<file path="config.mk">
export PLATFORM = sky130hd
export DESIGN_NAME = fixed_block_pool_allocator_core
export DESIGN_NICKNAME = d
export VERILOG_FILES = /design/src/sv/fbpa_pkg.sv /design/src/sv/fixed_block_pool_allocator_core.sv /design/src/sv/fbpa_stack.sv /design/src/sv/fbpa_mul.sv /design/src/sv/fbpa_div.sv
export SDC_FILE = /design/constraint.sdc
export NUM_CORES = 2
export LEC_CHECK = 0
export BUFFER_PORTS_ARGS = -buffer_cell sky130_fd_sc_hd__buf_2
export CORE_ASPECT_RATIO = 0.9
export CORE_MARGIN = 8
export CORE_UTILIZATION = 55
export DETAILED_ROUTE_END_ITERATION = 12
export HOLD_SLACK_MARGIN = 0.06
export PLACE_DENSITY = 0.71
export REMOVE_ABC_BUFFERS = 1
export SYNTH_ARGS = -nofsm -noshare
export SYNTH_HDL_FRONTEND = slang
export SYNTH_SLANG_ARGS = --single-unit
</file>
<file path="constraint.sdc">
create_clock -name clk -period 7.9 [get_ports clk]
set_input_delay 0.395 -clock clk [delete_from_list [all_inputs] [get_ports clk]]
set_output_delay 0.395 -clock clk [all_outputs]
set_load 0.02 [all_outputs]
</file>
<file path="src/sv/fbpa_pkg.sv">
`default_nettype none

package fbpa_pkg;

  // Pool geometry; ALIGN_BYTES must be a power of two.
  localparam int MAX_BLOCKS  = 256;
  localparam int ALIGN_BYTES = 16;
  localparam int ALIGN_SHIFT = $clog2(ALIGN_BYTES);

  // Field widths fixed by the interface.
  localparam int ADDR_W = 32;
  localparam int SIZE_W = 16;
  localparam int CNT_W  = 9;

  // Derived widths.
  localparam int IDX_W      = $clog2(MAX_BLOCKS);
  localparam int DEPTH_W    = $clog2(MAX_BLOCKS + 1);
  localparam int UNIT_W     = $clog2(((1 << SIZE_W) - 1 + ALIGN_BYTES - 1) / ALIGN_BYTES + 1);
  localparam int DVD_W      = ADDR_W - ALIGN_SHIFT;
  localparam int PROD_W     = IDX_W + UNIT_W;
  localparam int MUL_CNT_W  = $clog2(IDX_W + 1);
  localparam int DIV_CNT_W  = $clog2(DVD_W + 1);

  // Register reset values.
  localparam int RST_SIZE  = 16;
  localparam int RST_COUNT = 256;

  // Operation codes.
  localparam logic [1:0] OP_ALLOC = 2'd0;
  localparam logic [1:0] OP_FREE  = 2'd1;
  localparam logic [1:0] OP_CHECK = 2'd2;

  // Configuration register indexes.
  localparam logic [1:0] REG_BASE  = 2'd0;
  localparam logic [1:0] REG_SIZE  = 2'd1;
  localparam logic [1:0] REG_COUNT = 2'd2;

  typedef enum logic [2:0] {
    ST_IDLE,
    ST_POP,
    ST_LOAD,
    ST_MUL,
    ST_DIV,
    ST_RESULT
  } state_t;

  typedef struct packed {
    logic              done;
    logic [PROD_W-1:0] prod;
  } mul_res_t;

  typedef struct packed {
    logic             done;
    logic             rem_zero;
    logic [DVD_W-1:0] quot;
  } div_res_t;

endpackage

`default_nettype wire

</file>
<file path="src/sv/fixed_block_pool_allocator_core.sv">
// Sequencing: an allocate runs the multiplier (after popping a freed block through the
//   pop and load states), a free or check runs the divider; a failed allocate or the
//   unused code goes straight to the result state, which loads the output register.
// One item at a time: the next is accepted only after the result is loaded, and is held
//   off while the output stalls; the 28-step divider and the 8-step multiplier set the pace.
// Reset: synchronous; registers return to base 0, size 16, count 256, pool empty of use.
`default_nettype none

module fixed_block_pool_allocator_core
  import fbpa_pkg::*;
(
  input  wire logic              clk,
  input  wire logic              rst,
  // Operation items
  input  wire logic              in_valid,
  output logic                   in_stall,
  input  wire logic [1:0]        operation,
  input  wire logic [ADDR_W-1:0] address,
  // Result items
  output logic                   out_valid,
  input  wire logic              out_stall,
  output logic                   ok,
  output logic      [ADDR_W-1:0] block_address,
  output logic      [CNT_W-1:0]  blocks_in_use,
  // Configuration writes
  input  wire logic              cfg_valid,
  output logic                   cfg_ready,
  input  wire logic [1:0]        cfg_index,
  input  wire logic [ADDR_W-1:0] cfg_data
);

  // Configuration registers
  logic [ADDR_W-1:0] base_address;
  logic [SIZE_W-1:0] requested_block_size;
  logic [CNT_W-1:0]  block_count;

  // Pool state
  logic [DEPTH_W-1:0] freed_depth;
  logic [DEPTH_W-1:0] untouched_remaining;
  logic [CNT_W-1:0]   used_count;

  // Item in flight
  state_t            state;
  state_t            state_next;
  logic [1:0]        op;
  logic              low_ok;
  logic              res_ok;
  logic [ADDR_W-1:0] res_addr;

  // Derived pool geometry
  logic [SIZE_W-1:0]  size_req;
  logic [SIZE_W:0]    units_wide;
  logic [UNIT_W-1:0]  size_units;
  logic [DEPTH_W-1:0] eff_count;
  logic [CNT_W-1:0]   count_written;
  logic [DEPTH_W-1:0] count_reinit;

  // Control strobes
  logic              in_accept;
  logic              cfg_we;
  logic              mul_start;
  logic [IDX_W-1:0]  mul_mplier;
  logic              div_start;
  logic              rd_en;
  logic              wr_en;
  logic              load_out;
  logic              hit;
  logic [ADDR_W-1:0] off_in;
  logic [IDX_W-1:0]  rd_data;

  mul_res_t mul_res;
  div_res_t div_res;

  // A zero request counts as one byte, then round up to whole alignment units.
  assign size_req   = (requested_block_size == '0) ? SIZE_W'(1) : requested_block_size;
  assign units_wide = ((SIZE_W + 1)'(size_req) + (SIZE_W + 1)'(ALIGN_BYTES - 1)) >> ALIGN_SHIFT;
  assign size_units = UNIT_W'(units_wide);

  assign eff_count = (int'(block_count) > MAX_BLOCKS) ? DEPTH_W'(MAX_BLOCKS)
                                                      : DEPTH_W'(block_count);

  // Reinit uses the count as it stands after this write.
  assign count_written = (cfg_index == REG_COUNT) ? cfg_data[CNT_W-1:0] : block_count;
  assign count_reinit  = (int'(count_written) > MAX_BLOCKS) ? DEPTH_W'(MAX_BLOCKS)
                                                            : DEPTH_W'(count_written);

  // Offset into the region wraps mod 2^32; work in alignment units from here on.
  assign off_in = address - base_address;

  assign in_stall  = (state != ST_IDLE) || cfg_valid;
  assign cfg_ready = (state == ST_IDLE);
  assign in_accept = in_valid && !in_stall;
  assign cfg_we    = cfg_valid && cfg_ready;

  // Valid block: aligned, whole multiple of the block size, index below the count.
  assign hit = low_ok && div_res.rem_zero && (div_res.quot < DVD_W'(eff_count));

  // Push a freed index unless the stack is full.
  assign wr_en = (state == ST_DIV) && div_res.done && (op == OP_FREE) && hit
                 && (int'(freed_depth) < MAX_BLOCKS);

  fbpa_stack u_stack (
    .clk     (clk),
    .wr_en   (wr_en),
    .wr_addr (freed_depth[IDX_W-1:0]),
    .wr_data (div_res.quot[IDX_W-1:0]),
    .rd_en   (rd_en),
    .rd_addr (IDX_W'(freed_depth - 1'b1)),
    .rd_data (rd_data)
  );

  fbpa_mul u_mul (
    .clk    (clk),
    .rst    (rst),
    .start  (mul_start),
    .mplier (mul_mplier),
    .mcand  (size_units),
    .res    (mul_res)
  );

  fbpa_div u_div (
    .clk      (clk),
    .rst      (rst),
    .start    (div_start),
    .dividend (off_in[ADDR_W-1:ALIGN_SHIFT]),
    .divisor  (size_units),
    .res      (div_res)
  );

  always_ff @(posedge clk) begin
    if (rst) begin
      state <= ST_IDLE;
    end else begin
      state <= state_next;
    end
  end

  always_comb begin
    state_next = state;
    mul_start  = 1'b0;
    mul_mplier = rd_data;
    div_start  = 1'b0;
    rd_en      = 1'b0;
    load_out   = 1'b0;
    unique case (state)
      ST_IDLE: begin
        if (in_accept) begin
          unique case (operation)
            OP_ALLOC: begin
              // Freed blocks go first, then untouched ones from the top index down.
              if (freed_depth != '0) begin
                state_next = ST_POP;
              end else if (untouched_remaining != '0) begin
                mul_start  = 1'b1;
                mul_mplier = IDX_W'(untouched_remaining - 1'b1);
                state_next = ST_MUL;
              end else begin
                state_next = ST_RESULT;
              end
            end
            OP_FREE, OP_CHECK: begin
              div_start  = 1'b1;
              state_next = ST_DIV;
            end
            default: begin
              state_next = ST_RESULT;
            end
          endcase
        end
      end
      ST_POP: begin
        rd_en      = 1'b1;
        state_next = ST_LOAD;
      end
      ST_LOAD: begin
        mul_start  = 1'b1;
        state_next = ST_MUL;
      end
      ST_MUL: begin
        if (mul_res.done) begin
          state_next = ST_RESULT;
        end
      end
      ST_DIV: begin
        if (div_res.done) begin
          state_next = ST_RESULT;
        end
      end
      ST_RESULT: begin
        // Hold until the output register is free or being drained.
        if (!out_valid || !out_stall) begin
          load_out   = 1'b1;
          state_next = ST_IDLE;
        end
      end
      default: begin
        state_next = ST_IDLE;
      end
    endcase
  end

  // Control state and configuration
  always_ff @(posedge clk) begin
    if (rst) begin
      base_address         <= '0;
      requested_block_size <= SIZE_W'(RST_SIZE);
      block_count          <= CNT_W'(RST_COUNT);
      freed_depth          <= '0;
      untouched_remaining  <= (RST_COUNT > MAX_BLOCKS) ? DEPTH_W'(MAX_BLOCKS)
                                                       : DEPTH_W'(RST_COUNT);
      used_count           <= '0;
      out_valid            <= 1'b0;
    end else begin
      if (cfg_we) begin
        unique case (cfg_index)
          REG_BASE: begin
            base_address <= cfg_data;
          end
          REG_SIZE: begin
            requested_block_size <= cfg_data[SIZE_W-1:0];
          end
          REG_COUNT: begin
            block_count <= cfg_data[CNT_W-1:0];
          end
          default: begin
          end
        endcase
        // Any write to a defined register reinitializes the pool.
        if (cfg_index == REG_BASE || cfg_index == REG_SIZE || cfg_index == REG_COUNT) begin
          freed_depth         <= '0;
          untouched_remaining <= count_reinit;
          used_count          <= '0;
        end
      end

      if (in_accept && operation == OP_ALLOC && freed_depth == '0
          && untouched_remaining != '0) begin
        untouched_remaining <= untouched_remaining - 1'b1;
      end

      if (rd_en) begin
        freed_depth <= freed_depth - 1'b1;
      end

      if (state == ST_MUL && mul_res.done && used_count != '1) begin
        used_count <= used_count + 1'b1;
      end

      if (state == ST_DIV && div_res.done && op == OP_FREE && hit) begin
        if (wr_en) begin
          freed_depth <= freed_depth + 1'b1;
        end
        if (used_count != '0) begin
          used_count <= used_count - 1'b1;
        end
      end

      if (load_out) begin
        out_valid <= 1'b1;
      end else if (!out_stall) begin
        out_valid <= 1'b0;
      end
    end
  end

  // Item payload and result registers
  always_ff @(posedge clk) begin
    if (in_accept) begin
      op       <= operation;
      low_ok   <= ((off_in & ADDR_W'(ALIGN_BYTES - 1)) == '0);
      res_ok   <= 1'b0;
      res_addr <= '0;
    end
    if (state == ST_MUL && mul_res.done) begin
      res_ok   <= 1'b1;
      res_addr <= base_address + (ADDR_W'(mul_res.prod) << ALIGN_SHIFT);
    end
    if (state == ST_DIV && div_res.done) begin
      res_ok <= hit;
    end
    if (load_out) begin
      ok            <= res_ok;
      block_address <= res_addr;
      blocks_in_use <= used_count;
    end
  end

  a_depth_bound: assert property (@(posedge clk) disable iff (rst)
    int'(freed_depth) <= MAX_BLOCKS)
    else $error("freed stack depth past capacity");

  a_one_item: assert property (@(posedge clk) disable iff (rst)
    in_accept |=> state != ST_IDLE)
    else $error("item accepted without leaving idle");

  a_div_owner: assert property (@(posedge clk) disable iff (rst)
    div_res.done |-> state == ST_DIV)
    else $error("divider finished outside its wait state");

  a_mul_owner: assert property (@(posedge clk) disable iff (rst)
    mul_res.done |-> state == ST_MUL)
    else $error("multiplier finished outside its wait state");

  a_result_src: assert property (@(posedge clk) disable iff (rst)
    $rose(out_valid) |-> $past(state) == ST_RESULT)
    else $error("result shown without passing the result state");

endmodule

`default_nettype wire

</file>
<file path="src/sv/fbpa_stack.sv">
`default_nettype none

module fbpa_stack
  import fbpa_pkg::*;
(
  input  wire logic             clk,
  input  wire logic             wr_en,
  input  wire logic [IDX_W-1:0] wr_addr,
  input  wire logic [IDX_W-1:0] wr_data,
  input  wire logic             rd_en,
  input  wire logic [IDX_W-1:0] rd_addr,
  output logic      [IDX_W-1:0] rd_data
);

  logic [IDX_W-1:0] mem [MAX_BLOCKS];

  always_ff @(posedge clk) begin
    if (wr_en) begin
      mem[wr_addr] <= wr_data;
    end
  end

  always_ff @(posedge clk) begin
    if (rd_en) begin
      rd_data <= mem[rd_addr];
    end
  end

endmodule

`default_nettype wire

</file>
<file path="src/sv/fbpa_mul.sv">
`default_nettype none

// Serial shift-add multiplier, one multiplier bit per cycle, MSB first.
module fbpa_mul
  import fbpa_pkg::*;
(
  input  wire logic              clk,
  input  wire logic              rst,
  input  wire logic              start,
  input  wire logic [IDX_W-1:0]  mplier,
  input  wire logic [UNIT_W-1:0] mcand,
  output mul_res_t               res
);

  logic                 busy;
  logic                 done;
  logic [MUL_CNT_W-1:0] cnt;
  logic [IDX_W-1:0]     mpl;
  logic [UNIT_W-1:0]    mcd;
  logic [PROD_W-1:0]    acc;
  logic [PROD_W-1:0]    acc_next;
  logic                 last;

  assign last     = (cnt == MUL_CNT_W'(IDX_W - 1));
  assign acc_next = {acc[PROD_W-2:0], 1'b0} + (mpl[IDX_W-1] ? PROD_W'(mcd) : '0);

  always_ff @(posedge clk) begin
    if (rst) begin
      busy <= 1'b0;
      done <= 1'b0;
    end else begin
      done <= busy && last;
      if (start) begin
        busy <= 1'b1;
      end else if (busy && last) begin
        busy <= 1'b0;
      end
    end
  end

  always_ff @(posedge clk) begin
    if (start) begin
      cnt <= '0;
      mpl <= mplier;
      mcd <= mcand;
      acc <= '0;
    end else if (busy) begin
      cnt <= cnt + 1'b1;
      mpl <= {mpl[IDX_W-2:0], 1'b0};
      acc <= acc_next;
    end
  end

  assign res.done = done;
  assign res.prod = acc;

endmodule

`default_nettype wire

</file>
<file path="src/sv/fbpa_div.sv">
`default_nettype none

// Restoring long division, one dividend bit per cycle.
module fbpa_div
  import fbpa_pkg::*;
(
  input  wire logic              clk,
  input  wire logic              rst,
  input  wire logic              start,
  input  wire logic [DVD_W-1:0]  dividend,
  input  wire logic [UNIT_W-1:0] divisor,
  output div_res_t               res
);

  logic                 busy;
  logic                 done;
  logic [DIV_CNT_W-1:0] cnt;
  logic [UNIT_W-1:0]    rem;
  logic [UNIT_W-1:0]    dvs;
  logic [DVD_W-1:0]     shreg;
  logic [UNIT_W:0]      trial;
  logic [UNIT_W:0]      diff;
  logic                 ge;
  logic                 last;

  assign last  = (cnt == DIV_CNT_W'(DVD_W - 1));
  assign trial = {rem, shreg[DVD_W-1]};
  assign diff  = trial - {1'b0, dvs};
  assign ge    = (trial >= {1'b0, dvs});

  always_ff @(posedge clk) begin
    if (rst) begin
      busy <= 1'b0;
      done <= 1'b0;
    end else begin
      done <= busy && last;
      if (start) begin
        busy <= 1'b1;
      end else if (busy && last) begin
        busy <= 1'b0;
      end
    end
  end

  // Shift dividend bits out the top, quotient bits in the bottom.
  always_ff @(posedge clk) begin
    if (start) begin
      cnt   <= '0;
      rem   <= '0;
      dvs   <= divisor;
      shreg <= dividend;
    end else if (busy) begin
      cnt   <= cnt + 1'b1;
      rem   <= ge ? diff[UNIT_W-1:0] : trial[UNIT_W-1:0];
      shreg <= {shreg[DVD_W-2:0], ge};
    end
  end

  assign res.done     = done;
  assign res.rem_zero = (rem == '0);
  assign res.quot     = shreg;

endmodule

`default_nettype wire
</file>
# Word-level counts from Yosys, hierarchy flattened
# Memories as Yosys holds them, arrays and structs flattened. A register that Yosys moved wholly into a read port is not among the register bits.
# Cells that the tools add are included.
[word_totals] input_bits=73 ram_bits=2048 ff_bits=275 wordCells=169 n_memories=1 out_inout_bits=45
[classes] n_eq_ne=18 addsub=12 n_mux=60 reduce_logical=46 n_lt_le_gt_ge=5
[mem_list] memory="u_stack.mem" depth=256 word_bits=8 read_ports=1 rd_ports_with_merged_regs=1 wr=1 line_no="fbpa_stack.sv:15" source="logic [IDX_W-1:0] mem [MAX_BLOCKS];"
[ops] operator="$mux W9" n=16
[ops] operator="$mux W32" n=2
[ops] operator="$mux W28" n=2
[ops] operator="$mux W8" n=7
[ops] operator="$add A32 B25 Y32" n=1
[ops] operator="$logic_not A32 Y1" n=1
[ops] operator="$sub A32 B32 Y32" n=1
[ops] operator="$lt A28 B9 Y1" n=1
[ops] operator="$reduce_bool A9 Y1" n=3
[ops] operator="$sub A9 B1 Y9 const B" n=3
[ops] operator="$mux W13" n=2
[ops] operator="$add A21 B21 Y21" n=1
[ops] operator="$mux W1" n=21
[ops] operator="$add A9 B1 Y9 const B" n=2
[ops] operator="$gt A9 B9 Y1 const B" n=2
[ops] operator="$mux W3" n=6
[ops] operator="$pmux W3 S6" n=1
[ops] operator="$add A16 B4 Y17 const B" n=1
[ops] operator="$logic_not A16 Y1" n=1
[ops] operator="$mux W16" n=1
[ops] operator="$logic_and A1 B1 Y1" n=15
[ops] operator="$ge A14 B13 Y1" n=1
[ops] operator="$reduce_bool A2 Y1" n=7
[ops] operator="$logic_not A13 Y1" n=1
[ops] operator="25 further kinds" n=42

# Logic depth before layout (Yosys ltp)
[depth] ltp_word=9 ltp_mapped=17 mapped_depth_nobuf=12

# By module
# From an unflattened synthesis, not the netlist that was laid out.
[hier_totals] hier_cells=5394 hier_area_um2=95370.2
[modules_own_cells] module="fbpa_stack" instances=1 cells_each=3733 area_per_inst_um2=79636.4 seq_area_each_um2=61739.2
[modules_own_cells] module="fixed_block_pool_allocator_core" instances=1 cells_each=1141 area_per_inst_um2=9930.8 seq_area_each_um2=4103.9
[modules_own_cells] module="fbpa_div" instances=1 cells_each=267 area_per_inst_um2=3166.8 seq_area_each_um2=1631.6
[modules_own_cells] module="fbpa_mul" instances=1 cells_each=253 area_per_inst_um2=2636.3 seq_area_each_um2=1171.1

# Worst setup path before layout
# OpenSTA, ideal clock, no wires.
[synth_timing] path_type="register -> register" start="register u_div.shreg[5]" end="memory u_stack.mem[104][0] (netlist name), enable pin" required_time_ps=7530 path_slack_ps=1607 n_path_buf=2 period_less_slack_ps=6293 arrival_ps=5923 stages_incl_launch_ff=10 setup_ps=370 cell_sequence="edfxtp_1 > ha_1 > a21o_1 > a211oi_1 > o21ai_1 > a2111oi_4 > buf_2 > nand3_1 > buf_2 > nor2_1"
[synth_between] elab_chain_cells=6
[synth_lines] element="start, declared" line_no="fbpa_div.sv:20" source="logic [DVD_W-1:0] shreg;"
[synth_lines] element="start signal, assigned" line_no="fbpa_div.sv:51" source="shreg <= dividend;"
[synth_lines] element="start signal, assigned" line_no="fbpa_div.sv:55" source="shreg <= {shreg[DVD_W-2:0], ge};"
[synth_lines] element="$lt A28 B9 Y1" line_no="fixed_block_pool_allocator_core.sv:96" source="assign hit = low_ok && div_res.rem_zero && (div_res.quot < DVD_W'(eff_count));"
[synth_lines] element="$logic_and A1 B1 Y1" line_no="fixed_block_pool_allocator_core.sv:96"
[synth_lines] element="$logic_and A1 B1 Y1" line_no="fixed_block_pool_allocator_core.sv:99" source="assign wr_en = (state == ST_DIV) && div_res.done && (op == OP_FREE) && hit"
[synth_lines] element="$logic_and A1 B1 Y1" line_no="fixed_block_pool_allocator_core.sv:100" source="&& (int'(freed_depth) < MAX_BLOCKS);"
[synth_lines] element="$mux W1" line_no="fbpa_stack.sv:18" source="if (wr_en) begin"
[synth_lines] element="$mux W1 (not written as such)" line_no="fbpa_stack.sv:19" source="mem[wr_addr] <= wr_data;"
[synth_lines] element="end, declared" line_no="fbpa_stack.sv:15"
# No other way between the ends.

# Worst setup path in the final report
[layout_timing] start="register u_div.shreg[1]" end="memory u_stack.mem[156][7] (netlist name), enable pin"
# The elaborated chain is that of the path after synthesis.

==> impl_metrics.toml <==
[run_status]
status = "finished clean"

[logic_synthesis]
ys_async_sr_fraction_pct = 0
ys_ff_latch = 2331
ys_types = 83
yosysWarnings = 0
ys.flop_type = "edfxtp_1"
synth_area_um2 = 94700
synth_area_per_cell_um2 = 19.1
synth_edf_count = 2196
synthCells = 4957
synth_area_leaders = "edfxtp_1, mux4_2, dfxtp_1"
synth_largest_area_cell = "edfxtp_1"
synth_top_area_share_pct = 69.6
yosysSeqAreaShare_pct = 72.5

[routing]
via_per_inst = 6.44
drt_first_pass_iters = 5
ant_nets = 0
drt_iter0_markers = 6213
num_vias = 48900
drc = 0
wl_per_cell_um = 29.6
routed_wl_um = 225000

[clocking]
root_buffer = "clkbuf_16"
cts-htree-levels = 4
clock-sinks = 2331
cts_buffers = 215
worstSkewPairLatency_ns = 0.86
cts.clk_slew.worst_paths_ns = 0.06
cts_tree = "done"
cts_buffer_depth = 3

[worst_hold_path]
hold_path_class = "in2reg"
hold_depth = 4
hold_path_startpoint = "address[26]"
holdPathEnd = "u_div.shreg[22]"

[timing]
tns_ns = 0
tightest_slew_ns = 1.37
finalWorstSetupSlack_ns = 2.43
finalClockSkew_ns = 0.0394
max_freq_ghz = 0.183
period_needed_ns = 5.47
rsz0062_at_grt = "no"
finalSetupViolCount = 0
fin_crit_sh_pct = 69.3
finalHoldViolations = 0
finalMaxSlewViolations = 0
relSlewSlack_pct = 8.65

[worst_setup_path]
crit_required_ns = 8.38
endpoint_kind = "flop"
start_kind = "flop"
rr_startpoint = "u_div.shreg[1]"
r2r-end = "u_stack.mem[156][7]"
critPathArrivalTime_ns = 5.95
reg2reg_depth = 9
r2r_setup_slack_ns = 2.43
critPathMaxFanout = 64
critPathKind = "reg2reg"

[final_layout]
drive_above_1_share_pct = 23.1
syn2layout_area_growth_pct = 11.2
nFillCells = 11800
layout.nets = 5315
design_area_um2 = 105000

[power_and_ir_drop]
switching_share_pct = 33.9
pwr-share-seq_pct = 36.8
clkPwrFrac_pct = 25.4
p_comb_share_pct = 37.8
p_leak_nw = 32.6
internal_power_mw = 26.9
ir_drop_mv = 0.563
switchingPower_mw = 13.8
pwr_density_cell_nw_per_um2 = 387

[place]
gp_congestion = 0.893
place_area_um2 = 97800
dp_slack_ns = 2.44
io_buffers = 117
dp_hpwl_um = 133000

[job]
drv_cap = 0

[floorplan]
die_area_um2 = 186000
die-width_um = 453
placementRows = 144
chipHeight_um = 410
core_area_um2 = 171000
initial_utilization_pct = 55.3
boundaryPins = 118

[global_routing]
grt_max_degree = 196
grt_pass1_vias = 48100
grt_overflow_total = 0
grt_pass1_wl_um = 332000
grt.total_usage_pct = 24.0
antenna_found_initial = 7
-- worst max-delay path, cell delays in order (launching register included) --
cell and delay (ns):
edfxtp_1 0.33, buf_4 0.59, ha_1 0.35, a21o_1 0.16
a211oi_1 0.27, o21ai_1 0.24, a2111oi_4 1.02, and3_1 0.45
nand2_2 0.76, nor2_1 0.91
-- timing repair --
action,4_1_cts,5_1_grt
buffers inserted,0,0
resized for setup,0,0
hold endpoints to repair,66,0
hold buffers,40,0
-- layout make-up --
type / count / area [µm²] / area share [%]
tap: 2263 / 2830 / 2.69
multi-input combinational: 2274 / 24800 / 23.5
antenna: 5 / 12.5 / 0.0119
timing repair buffer: 225 / 1650 / 1.56
sequential: 2331 / 68600 / 65.2
clock buffer: 279 / 5930 / 5.64
clock inverter: 124 / 1100 / 1.05
inverter: 94 / 353 / 0.335
-- worst max path at each step --
stage | start | to | slack (ns) | cells after the start
2_1_floorplan | freed_depth[0] | u_stack.rd_data[0] | -27.89 | 7
3_3_place_gp | u_div.shreg[1] | u_stack.mem[140][2] | 2.62 | 9
3_5_place_dp | u_div.shreg[1] | u_stack.mem[156][7] | 2.44 | 9
4_1_cts | u_div.shreg[1] | u_stack.mem[156][7] | 2.49 | 9
5_1_grt | u_div.shreg[1] | u_stack.mem[156][4] | 2.20 | 9
6_report | u_div.shreg[1] | u_stack.mem[156][7] | 2.43 | 9
-- layout by cell type, fill, tap and decap left out, types with 13 or more instances in the layout --
cell / synthesis / layout
o21a_1: 21 / 21
a22oi_1: 17 / 17
dlygate4sd3_1: 0 / 40
clkbuf_1: 170 / 45
o21ai_0: 84 / 84
inv_1: 92 / 93
a21o_1: 24 / 24
nor2_1: 383 / 383
and3_1: 17 / 17
nor3_1: 47 / 46
nand4_1: 22 / 22
nor4_1: 16 / 16
nand3_1: 54 / 52
buf_2: 70 / 117
buf_4: 3 / 56
nor2b_1: 18 / 18
bufinv_16: 0 / 14
a21oi_1: 158 / 157
nand2_1: 255 / 244
and2_1: 26 / 26
nand2b_1: 20 / 20
ha_1: 97 / 96
mux2i_1: 29 / 29
dfxtp_1: 135 / 134
xnor2_1: 44 / 43
clkbuf_16: 0 / 226
a211oi_1: 17 / 17
or3_1: 23 / 23
nand3b_1: 13 / 13
clkinv_2: 0 / 44
mux4_2: 672 / 672
xor2_1: 38 / 35
clkinv_1: 1 / 42
a31oi_1: 16 / 15
nand2_2: 3 / 14
o31ai_1: 13 / 13
edfxtp_1: 2196 / 2196
-- cells by family after synthesis --
kind of cell    count (synthesis)  share of synthesized area, %
compound gates                441                          2.99
xor+xnor                       82                         0.758
fa+ha+maj                     101                          1.37
buf+inv                       352                          1.52
flops                        2331                          72.5
mux                           706                          16.3
simple gates                  944                          4.54
-- synth_stat cells, types with 8 or more instances --
cell type  count
o21a_1        21
nand4b_1       8
a21boi_0       8
a22oi_1       17
clkbuf_1     170
nor4_1        16
buf_1         12
a31oi_1       16
nor2_1       383
nor3_1        47
nor2b_1       18
nand3b_1      13
nand2b_1      20
nand3_1       54
edfxtp_1    2196
and3_1        17
a21o_1        24
a211oi_1      17
xnor2_1       44
and2_1        26
ha_1          97
mux2i_1       29
inv_1         92
buf_2         70
o21ai_0       84
dfxtp_1      135
nand2_1      255
nand4_1       22
o211ai_1      12
mux4_2       672
a21oi_1      158
xor2_1        38
or3_1         23
o31ai_1       13
-- stage by stage --
stage	util (%)	power, mW	hold slack, ns	cells
floorplan	-	25.0	0.400	4699
global placement	57.2	30.4	0.402	7147
detailed placement	57.2	30.6	0.405	7147
CTS	61.5	40.8	0.0969	7590
global route	61.5	42.0	0.175	7593
finish	61.5	40.7	0.137	7595
-- power groups by stage --
stage | clock [mW] | sequential [mW] | combinational [mW]
floorplan | 0 | 15.8 | 9.16
global placement | 0 | 15.2 | 15.2
detailed placement | 0 | 15.2 | 15.4
CTS | 10.4 | 15.0 | 15.4
global route | 10.9 | 15.0 | 16.1
finish | 10.3 | 15.0 | 15.4
-- flip-flops by register name, indices dropped and copies added (netlist names), 9 cells and up --
name and flops:
u_stack.mem 2048, base_address 32, block_address 32, res_addr 32
u_div.shreg 28, u_mul.acc 21, requested_block_size 16, u_div.dvs 13
u_div.rem 13, u_mul.mcd 13, block_count 9, blocks_in_use 9
freed_depth 9, untouched_remaining 9, used_count 9
-- layer usage --
layer	track usage (%)	wire, µm	vias up
li1	-	-	20500
met1	36.1	92600	25600
met2	36.8	106000	2483
met3	4.69	21200	328
met4	6.04	5460	0
met5	0	0	-
Note: power is estimated with default switching activity, not from simulation.
